`config.mk`:
```
export PLATFORM = sky130hd
export DESIGN_NAME = task_cpu_time_accounting
export DESIGN_NICKNAME = d
export VERILOG_FILES = /design/src/hdl/tcta_pkg.sv /design/src/hdl/task_cpu_time_accounting.sv /design/src/hdl/tcta_alu.sv
export SDC_FILE = /design/constraint.sdc
export NUM_CORES = 2
export LEC_CHECK = 0
export BUFFER_PORTS_ARGS = -buffer_cell sky130_fd_sc_hd__buf_2
export CORE_UTILIZATION = 57
export DETAILED_ROUTE_END_ITERATION = 8
export PLACE_DENSITY_LB_ADDON = 0.05
export SETUP_SLACK_MARGIN = 0.1
export SLEW_MARGIN = 20
export SYNTH_ARGS = -nofsm -noshare
export SYNTH_HDL_FRONTEND = slang
export SYNTH_SLANG_ARGS = --single-unit
```
`constraint.sdc`:
```
create_clock -name clk -period 6.1 [get_ports clk]
set_input_delay 0.305 -clock clk [delete_from_list [all_inputs] [get_ports clk]]
set_output_delay 0.305 -clock clk [all_outputs]
set_load 0.02 [all_outputs]
```
`src/hdl/tcta_pkg.sv`:
```
package tcta_pkg;

    localparam int MAX_TASKS  = 16;
    localparam int TIMER_BITS = 24;

    localparam int TASK_IDX_W = (MAX_TASKS > 1) ? $clog2(MAX_TASKS) : 1;
    localparam int COUNT_W    = $clog2(MAX_TASKS + 1);
    localparam int TOTAL_W    = 32;
    localparam int RELOAD_W   = 25;
    localparam int WINDOW_W   = 16;
    localparam int DEPTH_W    = 8;
    localparam int ID_W       = 4;
    localparam int TVALUE_W   = 24;
    localparam int ACTION_W   = 3;
    // last - now spans +/- 2^24, plus reload: two guard bits over a total
    localparam int ALU_W      = TOTAL_W + 2;

    localparam int S_TDATA_W  = 32;
    localparam int M_TDATA_W  = 80;
    localparam int CFG_IDX_W  = 1;

    localparam logic [RELOAD_W-1:0] RELOAD_RST = RELOAD_W'(72000);
    localparam logic [WINDOW_W-1:0] WINDOW_RST = WINDOW_W'(100);

    localparam logic [CFG_IDX_W-1:0] CFG_TIMER_RELOAD = 1'b0;
    localparam logic [CFG_IDX_W-1:0] CFG_WINDOW_TICKS = 1'b1;

    localparam logic [ACTION_W-1:0] ACT_TICK      = 3'd0;
    localparam logic [ACTION_W-1:0] ACT_SWAP      = 3'd1;
    localparam logic [ACTION_W-1:0] ACT_IRQ_BEGIN = 3'd2;
    localparam logic [ACTION_W-1:0] ACT_IRQ_END   = 3'd3;
    localparam logic [ACTION_W-1:0] ACT_CREATE    = 3'd4;
    localparam logic [ACTION_W-1:0] ACT_FREE      = 3'd5;

    typedef enum logic [1:0] {
        ALU_SUB       = 2'd0,
        ALU_ADD_CLAMP = 2'd1,
        ALU_ADD_SAT   = 2'd2
    } alu_op_t;

endpackage

```
`src/hdl/task_cpu_time_accounting.sv`:
```
// Per-task CPU time accounting.
// Input channel s_*: one event per transfer. s_tuser carries the action, s_tdata
// the task id, the irq-bucket flag and the sampled down-counting timer value.
// Output channel m_*: exactly one result per event, holding the live task count,
// the interrupt and addressed-task totals of the last complete window and the
// interrupt nesting depth after the event.
// Configuration: cfg_we/cfg_index/cfg_data write timer_reload (0) or window_ticks (1).
// Event handling, from one accepted transfer to the next possible one:
//   charging events (swap out, outermost irq entry/exit) make three passes
//     through the shared adder (elapsed, wrap correction, saturating sum);
//   other events go from dispatch straight to the result;
//   a tick that closes a window sweeps the table, one table entry per cycle.
// A new event is taken only after the result of the last one has been loaded.
// The result is registered; s_tready returns while it waits, so a stalled receiver
// holds up the block only when the next result is ready to be loaded.
// Reset clears all totals, marks, counters and depth, and loads the register defaults.
module task_cpu_time_accounting
(
    input  logic                                clk,
    input  logic                                rst_n,
    input  logic                                s_tvalid,
    output logic                                s_tready,
    // [3:0] task_id, [4] to_irq_bucket, [28:5] timer_value, [31:29] zero
    input  logic [tcta_pkg::S_TDATA_W-1:0]      s_tdata,
    // [2:0] action
    input  logic [tcta_pkg::ACTION_W-1:0]       s_tuser,
    output logic                                m_tvalid,
    input  logic                                m_tready,
    // [4:0] task_count, [36:5] irq_window_cycles, [68:37] task_window_cycles,
    // [76:69] irq_depth, [79:77] zero
    output logic [tcta_pkg::M_TDATA_W-1:0]      m_tdata,
    input  logic                                cfg_we,
    input  logic [tcta_pkg::CFG_IDX_W-1:0]      cfg_index,
    input  logic [tcta_pkg::RELOAD_W-1:0]       cfg_data
);

    typedef enum logic [6:0] {
        S_IDLE     = 7'b0000001,
        S_DISPATCH = 7'b0000010,
        S_ELAPSED  = 7'b0000100,
        S_WRAP     = 7'b0001000,
        S_ACCUM    = 7'b0010000,
        S_SWEEP    = 7'b0100000,
        S_RESULT   = 7'b1000000
    } state_t;

    localparam logic [tcta_pkg::TASK_IDX_W-1:0] SWEEP_LAST =
        tcta_pkg::TASK_IDX_W'(tcta_pkg::MAX_TASKS - 1);
    localparam logic [tcta_pkg::COUNT_W-1:0] COUNT_MAX =
        tcta_pkg::COUNT_W'(tcta_pkg::MAX_TASKS);
    localparam logic [tcta_pkg::DEPTH_W-1:0] DEPTH_MAX = '1;

    state_t state_reg, state_next;

    logic [tcta_pkg::RELOAD_W-1:0]   reload_reg;
    logic [tcta_pkg::WINDOW_W-1:0]   window_reg;

    logic [tcta_pkg::ACTION_W-1:0]   action_reg;
    logic [tcta_pkg::ID_W-1:0]       id_reg;
    logic                            to_irq_reg;
    logic [tcta_pkg::TIMER_BITS-1:0] now_reg;
    logic                            charge_irq_reg, charge_irq_next;

    logic [tcta_pkg::TIMER_BITS-1:0] last_timer_reg, last_timer_next;
    logic [tcta_pkg::WINDOW_W-1:0]   tick_reg, tick_next;
    logic [tcta_pkg::DEPTH_W-1:0]    depth_reg, depth_next;
    logic [tcta_pkg::COUNT_W-1:0]    live_reg, live_next;
    logic [tcta_pkg::TASK_IDX_W-1:0] sweep_reg, sweep_next;
    logic [tcta_pkg::ALU_W-1:0]      acc_reg, acc_next;
    logic [tcta_pkg::TOTAL_W-1:0]    irq_run_reg, irq_run_next;
    logic [tcta_pkg::TOTAL_W-1:0]    irq_last_reg, irq_last_next;

    logic                            active_reg [tcta_pkg::MAX_TASKS];
    logic [tcta_pkg::TOTAL_W-1:0]    run_reg    [tcta_pkg::MAX_TASKS];
    logic [tcta_pkg::TOTAL_W-1:0]    last_reg   [tcta_pkg::MAX_TASKS];

    logic                            m_tvalid_reg, m_tvalid_next;
    logic [tcta_pkg::M_TDATA_W-1:0]  m_tdata_reg, m_tdata_next;

    logic                            s_xfer;
    logic [tcta_pkg::TASK_IDX_W-1:0] id_idx;
    logic                            id_ok;
    logic [tcta_pkg::TASK_IDX_W-1:0] arr_idx;
    logic                            active_rd;
    logic [tcta_pkg::TOTAL_W-1:0]    run_rd;
    logic [tcta_pkg::TOTAL_W-1:0]    task_win;
    logic [tcta_pkg::WINDOW_W-1:0]   tick_inc;
    logic                            acc_le0;
    logic                            out_load;

    logic                            tbl_mark;
    logic                            tbl_mark_val;
    logic                            tbl_charge;
    logic                            tbl_sweep;

    tcta_pkg::alu_op_t               alu_op;
    logic [tcta_pkg::ALU_W-1:0]      alu_a, alu_b, alu_y;

    tcta_alu u_alu
    (
        .op (alu_op),
        .a  (alu_a),
        .b  (alu_b),
        .y  (alu_y)
    );

    assign s_tready = (state_reg == S_IDLE);
    assign s_xfer   = s_tvalid && s_tready;
    assign m_tvalid = m_tvalid_reg;
    assign m_tdata  = m_tdata_reg;

    assign id_idx    = tcta_pkg::TASK_IDX_W'(id_reg);
    assign id_ok     = (32'(id_reg) < tcta_pkg::MAX_TASKS);
    assign arr_idx   = (state_reg == S_SWEEP) ? sweep_reg : id_idx;
    assign active_rd = active_reg[arr_idx];
    assign run_rd    = run_reg[arr_idx];
    assign task_win  = id_ok ? last_reg[id_idx] : '0;
    assign tick_inc  = tick_reg + 1'b1;
    assign acc_le0   = acc_reg[tcta_pkg::ALU_W-1] || (acc_reg == '0);
    assign out_load  = (state_reg == S_RESULT) && (!m_tvalid_reg || m_tready);

    always_comb
    begin
        alu_op = tcta_pkg::ALU_SUB;
        alu_a  = acc_reg;
        alu_b  = tcta_pkg::ALU_W'(reload_reg);
        unique case (state_reg)
            S_ELAPSED:
            begin
                alu_op = tcta_pkg::ALU_SUB;
                alu_a  = tcta_pkg::ALU_W'(last_timer_reg);
                alu_b  = tcta_pkg::ALU_W'(now_reg);
            end
            S_WRAP:
            begin
                alu_op = tcta_pkg::ALU_ADD_CLAMP;
                alu_a  = acc_reg;
                alu_b  = tcta_pkg::ALU_W'(reload_reg);
            end
            S_ACCUM:
            begin
                alu_op = tcta_pkg::ALU_ADD_SAT;
                alu_a  = tcta_pkg::ALU_W'(charge_irq_reg ? irq_run_reg : run_rd);
                alu_b  = acc_reg;
            end
            default:
            begin
                alu_op = tcta_pkg::ALU_SUB;
            end
        endcase
    end

    always_comb
    begin
        state_next      = state_reg;
        charge_irq_next = charge_irq_reg;
        last_timer_next = last_timer_reg;
        tick_next       = tick_reg;
        depth_next      = depth_reg;
        live_next       = live_reg;
        sweep_next      = sweep_reg;
        acc_next        = acc_reg;
        irq_run_next    = irq_run_reg;
        irq_last_next   = irq_last_reg;
        m_tvalid_next   = m_tvalid_reg;
        m_tdata_next    = m_tdata_reg;
        tbl_mark        = 1'b0;
        tbl_mark_val    = 1'b0;
        tbl_charge      = 1'b0;
        tbl_sweep       = 1'b0;

        if (m_tvalid_reg && m_tready)
            m_tvalid_next = 1'b0;

        unique case (state_reg)
            S_IDLE:
            begin
                if (s_xfer)
                    state_next = S_DISPATCH;
            end
            S_DISPATCH:
            begin
                state_next = S_RESULT;
                case (action_reg)
                    tcta_pkg::ACT_TICK:
                    begin
                        if (tick_inc < window_reg)
                        begin
                            tick_next = tick_inc;
                        end
                        else
                        begin
                            tick_next  = '0;
                            sweep_next = '0;
                            state_next = S_SWEEP;
                        end
                    end
                    tcta_pkg::ACT_SWAP:
                    begin
                        charge_irq_next = to_irq_reg;
                        state_next      = S_ELAPSED;
                    end
                    tcta_pkg::ACT_IRQ_BEGIN:
                    begin
                        if (depth_reg == '0)
                        begin
                            charge_irq_next = 1'b0;
                            state_next      = S_ELAPSED;
                        end
                        if (depth_reg != DEPTH_MAX)
                            depth_next = depth_reg + 1'b1;
                    end
                    tcta_pkg::ACT_IRQ_END:
                    begin
                        if (depth_reg != '0)
                        begin
                            if (depth_reg == tcta_pkg::DEPTH_W'(1))
                            begin
                                charge_irq_next = 1'b1;
                                state_next      = S_ELAPSED;
                            end
                            depth_next = depth_reg - 1'b1;
                        end
                    end
                    tcta_pkg::ACT_CREATE:
                    begin
                        if (id_ok && !active_rd)
                        begin
                            tbl_mark     = 1'b1;
                            tbl_mark_val = 1'b1;
                            if (live_reg < COUNT_MAX)
                                live_next = live_reg + 1'b1;
                        end
                    end
                    tcta_pkg::ACT_FREE:
                    begin
                        if (id_ok && active_rd)
                        begin
                            tbl_mark     = 1'b1;
                            tbl_mark_val = 1'b0;
                            if (live_reg != '0)
                                live_next = live_reg - 1'b1;
                        end
                    end
                    default:
                    begin
                        state_next = S_RESULT;
                    end
                endcase
            end
            S_ELAPSED:
            begin
                acc_next   = alu_y;
                state_next = S_WRAP;
            end
            S_WRAP:
            begin
                // timer wrapped (or did not move): add one period, floor at zero
                if (acc_le0)
                    acc_next = alu_y;
                state_next = S_ACCUM;
            end
            S_ACCUM:
            begin
                if (charge_irq_reg)
                    irq_run_next = tcta_pkg::TOTAL_W'(alu_y);
                else if (id_ok && active_rd)
                    tbl_charge = 1'b1;
                last_timer_next = now_reg;
                state_next      = S_RESULT;
            end
            S_SWEEP:
            begin
                tbl_sweep = active_rd;
                if (sweep_reg == SWEEP_LAST)
                begin
                    irq_last_next = irq_run_reg;
                    irq_run_next  = '0;
                    state_next    = S_RESULT;
                end
                else
                begin
                    sweep_next = sweep_reg + 1'b1;
                end
            end
            S_RESULT:
            begin
                if (out_load)
                begin
                    m_tvalid_next = 1'b1;
                    m_tdata_next  = {3'b000, depth_reg, task_win, irq_last_reg,
                                     5'(live_reg)};
                    state_next    = S_IDLE;
                end
            end
            default:
            begin
                state_next = S_IDLE;
            end
        endcase
    end

    always_ff @(posedge clk or negedge rst_n)
    begin
        if (!rst_n)
        begin
            state_reg      <= S_IDLE;
            reload_reg     <= tcta_pkg::RELOAD_RST;
            window_reg     <= tcta_pkg::WINDOW_RST;
            charge_irq_reg <= 1'b0;
            last_timer_reg <= '0;
            tick_reg       <= '0;
            depth_reg      <= '0;
            live_reg       <= '0;
            sweep_reg      <= '0;
            irq_run_reg    <= '0;
            irq_last_reg   <= '0;
            m_tvalid_reg   <= 1'b0;
        end
        else
        begin
            state_reg      <= state_next;
            charge_irq_reg <= charge_irq_next;
            last_timer_reg <= last_timer_next;
            tick_reg       <= tick_next;
            depth_reg      <= depth_next;
            live_reg       <= live_next;
            sweep_reg      <= sweep_next;
            irq_run_reg    <= irq_run_next;
            irq_last_reg   <= irq_last_next;
            m_tvalid_reg   <= m_tvalid_next;
            if (cfg_we)
            begin
                unique case (cfg_index)
                    tcta_pkg::CFG_TIMER_RELOAD: reload_reg <= cfg_data;
                    tcta_pkg::CFG_WINDOW_TICKS: window_reg <= cfg_data[tcta_pkg::WINDOW_W-1:0];
                    default:                    reload_reg <= reload_reg;
                endcase
            end
        end
    end

    always_ff @(posedge clk)
    begin
        acc_reg     <= acc_next;
        m_tdata_reg <= m_tdata_next;
        if (s_xfer)
        begin
            action_reg <= s_tuser;
            id_reg     <= s_tdata[tcta_pkg::ID_W-1:0];
            to_irq_reg <= s_tdata[tcta_pkg::ID_W];
            now_reg    <= tcta_pkg::TIMER_BITS'(
                s_tdata[tcta_pkg::ID_W+tcta_pkg::TVALUE_W:tcta_pkg::ID_W+1]);
        end
    end

    // task table: one entry touched per cycle
    always_ff @(posedge clk or negedge rst_n)
    begin
        if (!rst_n)
        begin
            for (int i = 0; i < tcta_pkg::MAX_TASKS; i++)
            begin
                active_reg[i] <= 1'b0;
                run_reg[i]    <= '0;
                last_reg[i]   <= '0;
            end
        end
        else
        begin
            if (tbl_mark)
            begin
                active_reg[id_idx] <= tbl_mark_val;
                run_reg[id_idx]    <= '0;
                last_reg[id_idx]   <= '0;
            end
            if (tbl_charge)
                run_reg[id_idx] <= tcta_pkg::TOTAL_W'(alu_y);
            if (tbl_sweep)
            begin
                last_reg[sweep_reg] <= run_reg[sweep_reg];
                run_reg[sweep_reg]  <= '0;
            end
        end
    end

`ifndef NO_ASSERTIONS
    logic [tcta_pkg::MAX_TASKS-1:0] active_vec;

    always_comb
    begin
        for (int i = 0; i < tcta_pkg::MAX_TASKS; i++)
            active_vec[i] = active_reg[i];
    end

    a_live_matches_marks: assert property (@(posedge clk) disable iff (!rst_n)
        $countones(active_vec) == 32'(live_reg))
        else $error("live task count differs from active marks");

    a_busy_after_accept: assert property (@(posedge clk) disable iff (!rst_n)
        s_xfer |=> !s_tready)
        else $error("input accepted while an event is in progress");

    a_sweep_ends: assert property (@(posedge clk) disable iff (!rst_n)
        (state_reg == S_SWEEP && sweep_reg == SWEEP_LAST) |=> (state_reg == S_RESULT))
        else $error("window sweep did not finish after the last entry");
`endif

endmodule

```
`src/hdl/tcta_alu.sv`:
```
module tcta_alu
(
    input  tcta_pkg::alu_op_t               op,
    input  logic [tcta_pkg::ALU_W-1:0]      a,
    input  logic [tcta_pkg::ALU_W-1:0]      b,
    output logic [tcta_pkg::ALU_W-1:0]      y
);

    logic [tcta_pkg::ALU_W-1:0] b_eff;
    logic [tcta_pkg::ALU_W-1:0] sum;
    logic                       sub;

    // single adder; subtract is a + ~b + 1
    assign sub   = (op == tcta_pkg::ALU_SUB);
    assign b_eff = sub ? ~b : b;
    assign sum   = a + b_eff + tcta_pkg::ALU_W'(sub);

    always_comb
    begin
        unique case (op)
            tcta_pkg::ALU_SUB:
            begin
                y = sum;
            end
            tcta_pkg::ALU_ADD_CLAMP:
            begin
                y = sum[tcta_pkg::ALU_W-1] ? '0 : sum;
            end
            tcta_pkg::ALU_ADD_SAT:
            begin
                // operands are non-negative: any bit above the total width is overflow
                if (sum[tcta_pkg::ALU_W-1:tcta_pkg::TOTAL_W] != '0)
                    y = {{(tcta_pkg::ALU_W-tcta_pkg::TOTAL_W){1'b0}},
                         {tcta_pkg::TOTAL_W{1'b1}}};
                else
                    y = sum;
            end
            default:
            begin
                y = sum;
            end
        endcase
    end

endmodule
```
# ---- Yosys cells after proc, flatten, opt, wreduce, memory -nomap -nowiden
# Cells that the tools add are included.
dict set report totals {
  mem_bits_ro 0
  output_inout_bits 82
  mem_count 0
  regBits 1354
  latch_bits 0
  ramBits 0
}
dict set report classes {
  shifts 0
  muxes 78
  n_addsub 8
  mul 0
  n_bitwise 10
  reduce_logical 33
  div 0
  order_cmp 7
  eq_ne 33
}
# operator n
set ops {}
lappend ops {{$mux 512} 5}
lappend ops {{$and 512x512->512} 3}
lappend ops {{$bwmux 512} 2}
lappend ops {{$not 512->512} 2}
lappend ops {{$bmux 32 s4} 3}
lappend ops {{$mux 32} 11}
lappend ops {{$pmux 34 s2} 4}
lappend ops {{$demux 32 s4} 2}
lappend ops {{$mux 34} 3}
lappend ops {{$pmux 32 s2} 1}
lappend ops {{$mux 7} 7}
lappend ops {{$pmux 7 s7} 1}
lappend ops {{$add 34x1->34} 1}
lappend ops {{$add 34x34->34} 1}
lappend ops {{$logic_not 34->1} 1}
lappend ops {{$not 34->34} 1}
lappend ops {{$mux 33} 1}
lappend ops {{$pmux 7 s4} 1}
lappend ops {{$ne 2x2->1 const B} 13}
lappend ops {{$mux 5} 4}
lappend ops {{$mux 1} 17}
lappend ops {{$add 16x1->16 const B} 1}
lappend ops {{$bwmux 16} 1}
lappend ops {{$lt 16x16->1} 1}
lappend ops {{52 further kinds} 82}

# ---- Depth between registers and ports, before layout
dict set report depth {
  word_depth 17
  mapped_depth 30
  ltp_nobuf 23
}

# ---- By module
# A second synthesis with hierarchy kept.
dict set report unflattened {
  hier_cells 5325
  hier_area_um2 66638.9
}
# mod seq_area_each_um2 cells_per_inst instances area_per_inst_um2
set modules_own_cells {}
lappend modules_own_cells {task_cpu_time_accounting 34609.4 4965 1 64200.3}
lappend modules_own_cells {tcta_alu 0.0 360 1 2438.6}

# ---- Worst setup path before layout
# OpenSTA, ideal clock, no wires.
dict set report synth_path {
  kind {register -> register}
  startpoint {reg state_reg[0]}
  endpoint {reg run_reg[263] in the netlist's numbering}
  arrival_ps 6235
  required_time_ps 5979
  stages_incl_launch_ff 29
  slack_ps -256
  setup_ps 121
  period_less_slack_ps 6356
  path_cell_list {dfstp_2 or3_1 clkbuf_2 nor3_2 nor2_1 clkbuf_1 clkbuf_1 clkbuf_1 buf_1 nand3_1 a31oi_1 a211oi_1 a21oi_1 o21ai_0 ha_1 clkbuf_1 a21oi_1 o21ai_0 a211o_1 a21oi_1 o31ai_1 a2111oi_0 a21o_1 a211o_1 a211oi_4 buf_8 nor2_4 buf_6 a22o_1}
}
dict set report synth_between {
  elab_chain_len 17
  word_cells_on_any_way 40
  cone_classes {2 x add/sub; 7 x eq/ne; 26 x mux; 3 x bitwise; 2 x reduce/logical}
}
# item line_no
set synth_rtl {}
lappend synth_rtl {{from (decl)} task_cpu_time_accounting.sv:53} ;# state_t state_reg, state_next;
lappend synth_rtl {{from (signal assigned)} task_cpu_time_accounting.sv:322} ;# state_reg <= state_next;
lappend synth_rtl {{$eq 7x6->1} {task_cpu_time_accounting.sv:114, task_cpu_time_accounting.sv:175}}
lappend synth_rtl {{$mux 4} task_cpu_time_accounting.sv:114} ;# assign arr_idx = (state_reg == S_SWEEP) ? sweep_reg : id_idx;
lappend synth_rtl {{$not 4->5 (implied by the code)} {task_cpu_time_accounting.sv:115, task_cpu_time_accounting.sv:116}}
lappend synth_rtl {{$bmux 32 s4} task_cpu_time_accounting.sv:116} ;# assign run_rd = run_reg[arr_idx];
lappend synth_rtl {{$mux 32 (implied by the code) (2 in a row)} task_cpu_time_accounting.sv:116}
lappend synth_rtl {{$mux 32} task_cpu_time_accounting.sv:143} ;# alu_a = tcta_pkg::ALU_W'(charge_irq_reg ? irq_run_reg : run_rd);
lappend synth_rtl {{$pmux 34 s2} task_cpu_time_accounting.sv:127} ;# unique case (state_reg)
lappend synth_rtl {{$add 34x34->34} tcta_alu.sv:16} ;# assign sum = a + b_eff + tcta_pkg::ALU_W'(sub);
lappend synth_rtl {{$add 34x1->34} tcta_alu.sv:16}
lappend synth_rtl {{$reduce_bool 2->1} tcta_alu.sv:32} ;# if (sum[tcta_pkg::ALU_W-1:tcta_pkg::TOTAL_W] != '0)
lappend synth_rtl {{$mux 34} tcta_alu.sv:32}
lappend synth_rtl {{$pmux 34 s2} tcta_alu.sv:20} ;# unique case (op)
lappend synth_rtl {{$bwmux 512} task_cpu_time_accounting.sv:378} ;# run_reg[id_idx] <= tcta_pkg::TOTAL_W'(alu_y);
lappend synth_rtl {{$mux 512} task_cpu_time_accounting.sv:377} ;# if (tbl_charge)
lappend synth_rtl {{$and 512x512->512 (no line)} -}
lappend synth_rtl {{$mux 512 (*)} task_cpu_time_accounting.sv:379} ;# if (tbl_sweep)
lappend synth_rtl {{to (signal, indexed assignment)} task_cpu_time_accounting.sv:378}
lappend synth_rtl {{to (decl)} task_cpu_time_accounting.sv:74} ;# logic [tcta_pkg::TOTAL_W-1:0] run_reg [tcta_pkg::MAX_TASKS];
# Every way passes the cells marked *; elsewhere a longest branch is shown, timed or not. The select of a mux whose other input is x is not followed.
# A chain may end at the register's enable or synchronous reset.

# ---- Final worst setup path
dict set report layout_path {
  startpoint {reg state_reg[1]}
  endpoint {reg run_reg[459] in the netlist's numbering}
}
# The elaborated chain is that of the path after synthesis.

==> metrics.cfg <==
[logic_synthesis]
yosysWarnings=0
synth-seq-cells=1354
syn-cell-area_um2=66500
synthTopCellsByArea=dfrtp_1 45%, a22o_1 13%, mux4_2 11%
synth.avg_cell_area_um2=12.2
ys_seq_area_share_pct=52.1
ys_types=94
ys.flop_type=dfrtp_1
synth-edff-count=143
synthArstFlopShare_pct=89.4
syn_inst=5472
yosysTopAreaCell=dfrtp_1
yosysTopAreaCellShare_pct=45.2

[routing]
drc=0
dr.first_iter.drc_count=6610
viasPerCell=7.11
routed_wl_mm=238
wire_per_inst_um=31.7
drtPass1Iterations=7
ant_nets=0
vias=53477

[sta]
setup_ws_ps=-284
relSlewSlack_pct=25.5
fin_crit_sh_pct=105
clock_skew_ps=27.9
setup_tns_ps=-79420
fmax_mhz=157
fin_crit_ps=6380
setup_viol=554
worst_slew_pin_slew_ps=1120
finalHoldViolCount=0
drv_slew=0
grt_setup_unrepaired=yes

[clock_network]
clkLatencyLatePin_ps=820
cts.sinks=1354
cts_root_buffer=clkbuf_16
clk_pin_slew_ps=60
clock_path_buffers=3
htreeDepth=4
tritoncts=built
cts_buffers=145

[die]
initial_utilization_pct=57.8
coreArea_um2=115000
pin_count=148
row_count=124
die_area_um2=118000
die_height_um=344
die_w_um=344

[outcome]
status=complete, but fails checks
violations=setup timing

[critical_path]
slowest_stage=a211oi_2
critPathCaptureType=flop
start_kind=flop
cpPeakStageDelay_ps=690
arrival_ps=7080
critPathKind=reg -> reg
crit_top_cell=buf_12
path_max_fanout=11
r2r_cells=29
cp.required_ps=6800

[power]
power_frac_clock_pct=37.6
p_seq_share_pct=39.5
vdd_drop_max_mv=0.316
cellLeakagePower_nw=35.1
p_sw_w=0.00742
swShare_pct=30.4
pwr_density_cell_nw_per_um2=303
combPwrFrac_pct=22.9
p_int_w=0.0169

[global_routing]
grt_overflow=0
grt_pass1_wl_mm=354
grt_pass1_vias=52882
grt_max_degree=173
antenna_found_initial=4
grt_use_total_pct=40.8

[hold_path]
min_path_type=in -> async

[placed_design]
place_ws_ps=-980
io_buffer_count=141
dp_hpwl_mm=137
gp_congestion=0.940

[layout]
nets=6018
nFillCells=8033
drive_above_1_share_pct=27.8
syn2layout_area_growth_pct=20.8

[flow_run]
max_cap_viol_count=0

## per-layer routing
layer  vias up  GRT usage [%]  share of wire [%]
met5         -              0                  0
met4         0           23.8                6.6
met3       913           9.18                 11
met2      3699           60.4                 44
met1     27155           55.6                 38
li1      21710              -                  -
## cell type report
type                    count  area, µm²  area share, %
clock inverters            53        667          0.830
flip-flops and latches   1354      34600           43.1
repair buffers            825       8220           10.2
well taps                1512       1890           2.36
multi-input cells        3509      30500           37.9
clock buffers             210       4250           5.29
inverters                  54        203          0.252
diodes                      1       2.50        0.00312
## stage by stage
stage | hold slack, ps | util, % | cells | instance area, µm² | power (W)
3_3_place_gp | 330 | 62.5 | 7066 | 71900 | 0.0144
2_1_floorplan | 9.41 | - | 5474 | 66500 | 0.0122
3_5_place_dp | 328 | 62.5 | 7066 | 71900 | 0.0144
5_1_grt | 151 | 69.9 | 7518 | 80300 | 0.0250
4_1_cts | 99.4 | 69.5 | 7503 | 79900 | 0.0242
6_report | 82.8 | 69.9 | 7518 | 80300 | 0.0244
## final timing paths
check	from	to	slack (ps)
max reg2reg	state_reg[1]$_DFFE_PN0P_	run_reg[459]$_DFF_PN0_	-280
min in group clk	cfg_index	reload_reg[0]$_DFFE_PN0P_	160
min	rst_n	live_reg[0]$_DFFE_PN0P_	80
max in group asynchronous	rst_n	run_reg[183]$_DFF_PN0_	4510
max	state_reg[1]$_DFFE_PN0P_	run_reg[459]$_DFF_PN0_	-280
min reg2reg	irq_last_reg[15]$_DFFE_PN0P_	m_tdata[20]$_DFFE_PP_	440
## power by group through the flow
stage          Combinational [W]  Clock (W)  Sequential [W]
3_3_place_gp             0.00460          0         0.00977
6_report                 0.00558    0.00915         0.00962
3_5_place_dp             0.00462          0         0.00977
5_1_grt                  0.00581    0.00956         0.00963
4_1_cts                  0.00537    0.00920         0.00962
2_1_floorplan            0.00246          0         0.00970
## kinds of logic (layout without fill, tap and decap cells)
group	after synthesis	after routing	synth area share, %
flip-flops	1354	1354	52.1
buffers and inverters	612	1142	4.25
other	1	4	0.00564
AND/OR/NAND/NOR	1304	1304	9.10
XOR/XNOR	85	85	1.15
AO/OA/AOI/OAI	1632	1633	19.7
adder cells (fa/ha/maj)	63	63	1.21
multiplexers	421	421	12.5
## cell usage after synthesis, drive strengths merged, types with 57 or more instances
master / number
dfrtp: 1202
a22o: 999
nand2: 714
clkbuf: 321
mux4: 319
buf: 237
nand3: 234
o21ai: 181
edfxtp: 143
a21oi: 112
a311oi: 96
nor2: 86
and3: 80
mux2: 80
ha: 61
xnor2: 60
a31oi: 57
## critical path: cells and delay by family, from the launching register on
kind	cells	cell delay [ps]
flip-flops	1	420
AO/OA/AOI/OAI	12	2940
buffers and inverters	10	1700
adder cells (fa/ha/maj)	1	320
AND/OR/NAND/NOR	6	860
## timing repair
action | 4_1_cts | 5_1_grt
resized for setup | 220 | 73
gates cloned | 23 | 2
buffers inserted | 91 | 12
setup endpoints to repair | 576 | 577
hold buffers | 60 | 0
pin swaps | 58 | 29
hold endpoints to repair | 176 | 0
## layout by cell type, fill, tap and decap left out, types with 30 or more instances in the layout
cell / netlist / final
a21oi_1: 107 / 83
o21ai_1: 36 / 71
clkbuf_1: 314 / 30
inv_1: 53 / 50
mux4_2: 319 / 319
dlygate4sd3_1: 0 / 60
buf_4: 51 / 452
xnor2_1: 60 / 60
dfrtp_1: 1202 / 1198
mux2_2: 79 / 79
o21ai_0: 143 / 95
clkbuf_16: 0 / 149
a22o_1: 999 / 999
ha_1: 61 / 55
and3_1: 80 / 74
edfxtp_1: 143 / 143
and2_1: 53 / 43
buf_12: 0 / 124
nor2_1: 67 / 56
buf_2: 95 / 140
a31oi_1: 46 / 35
nand3_1: 234 / 232
a311oi_2: 1 / 34
a311oi_1: 95 / 61
clkbuf_8: 0 / 33
nand2_1: 710 / 704
(Power assumes the default switching activity.)
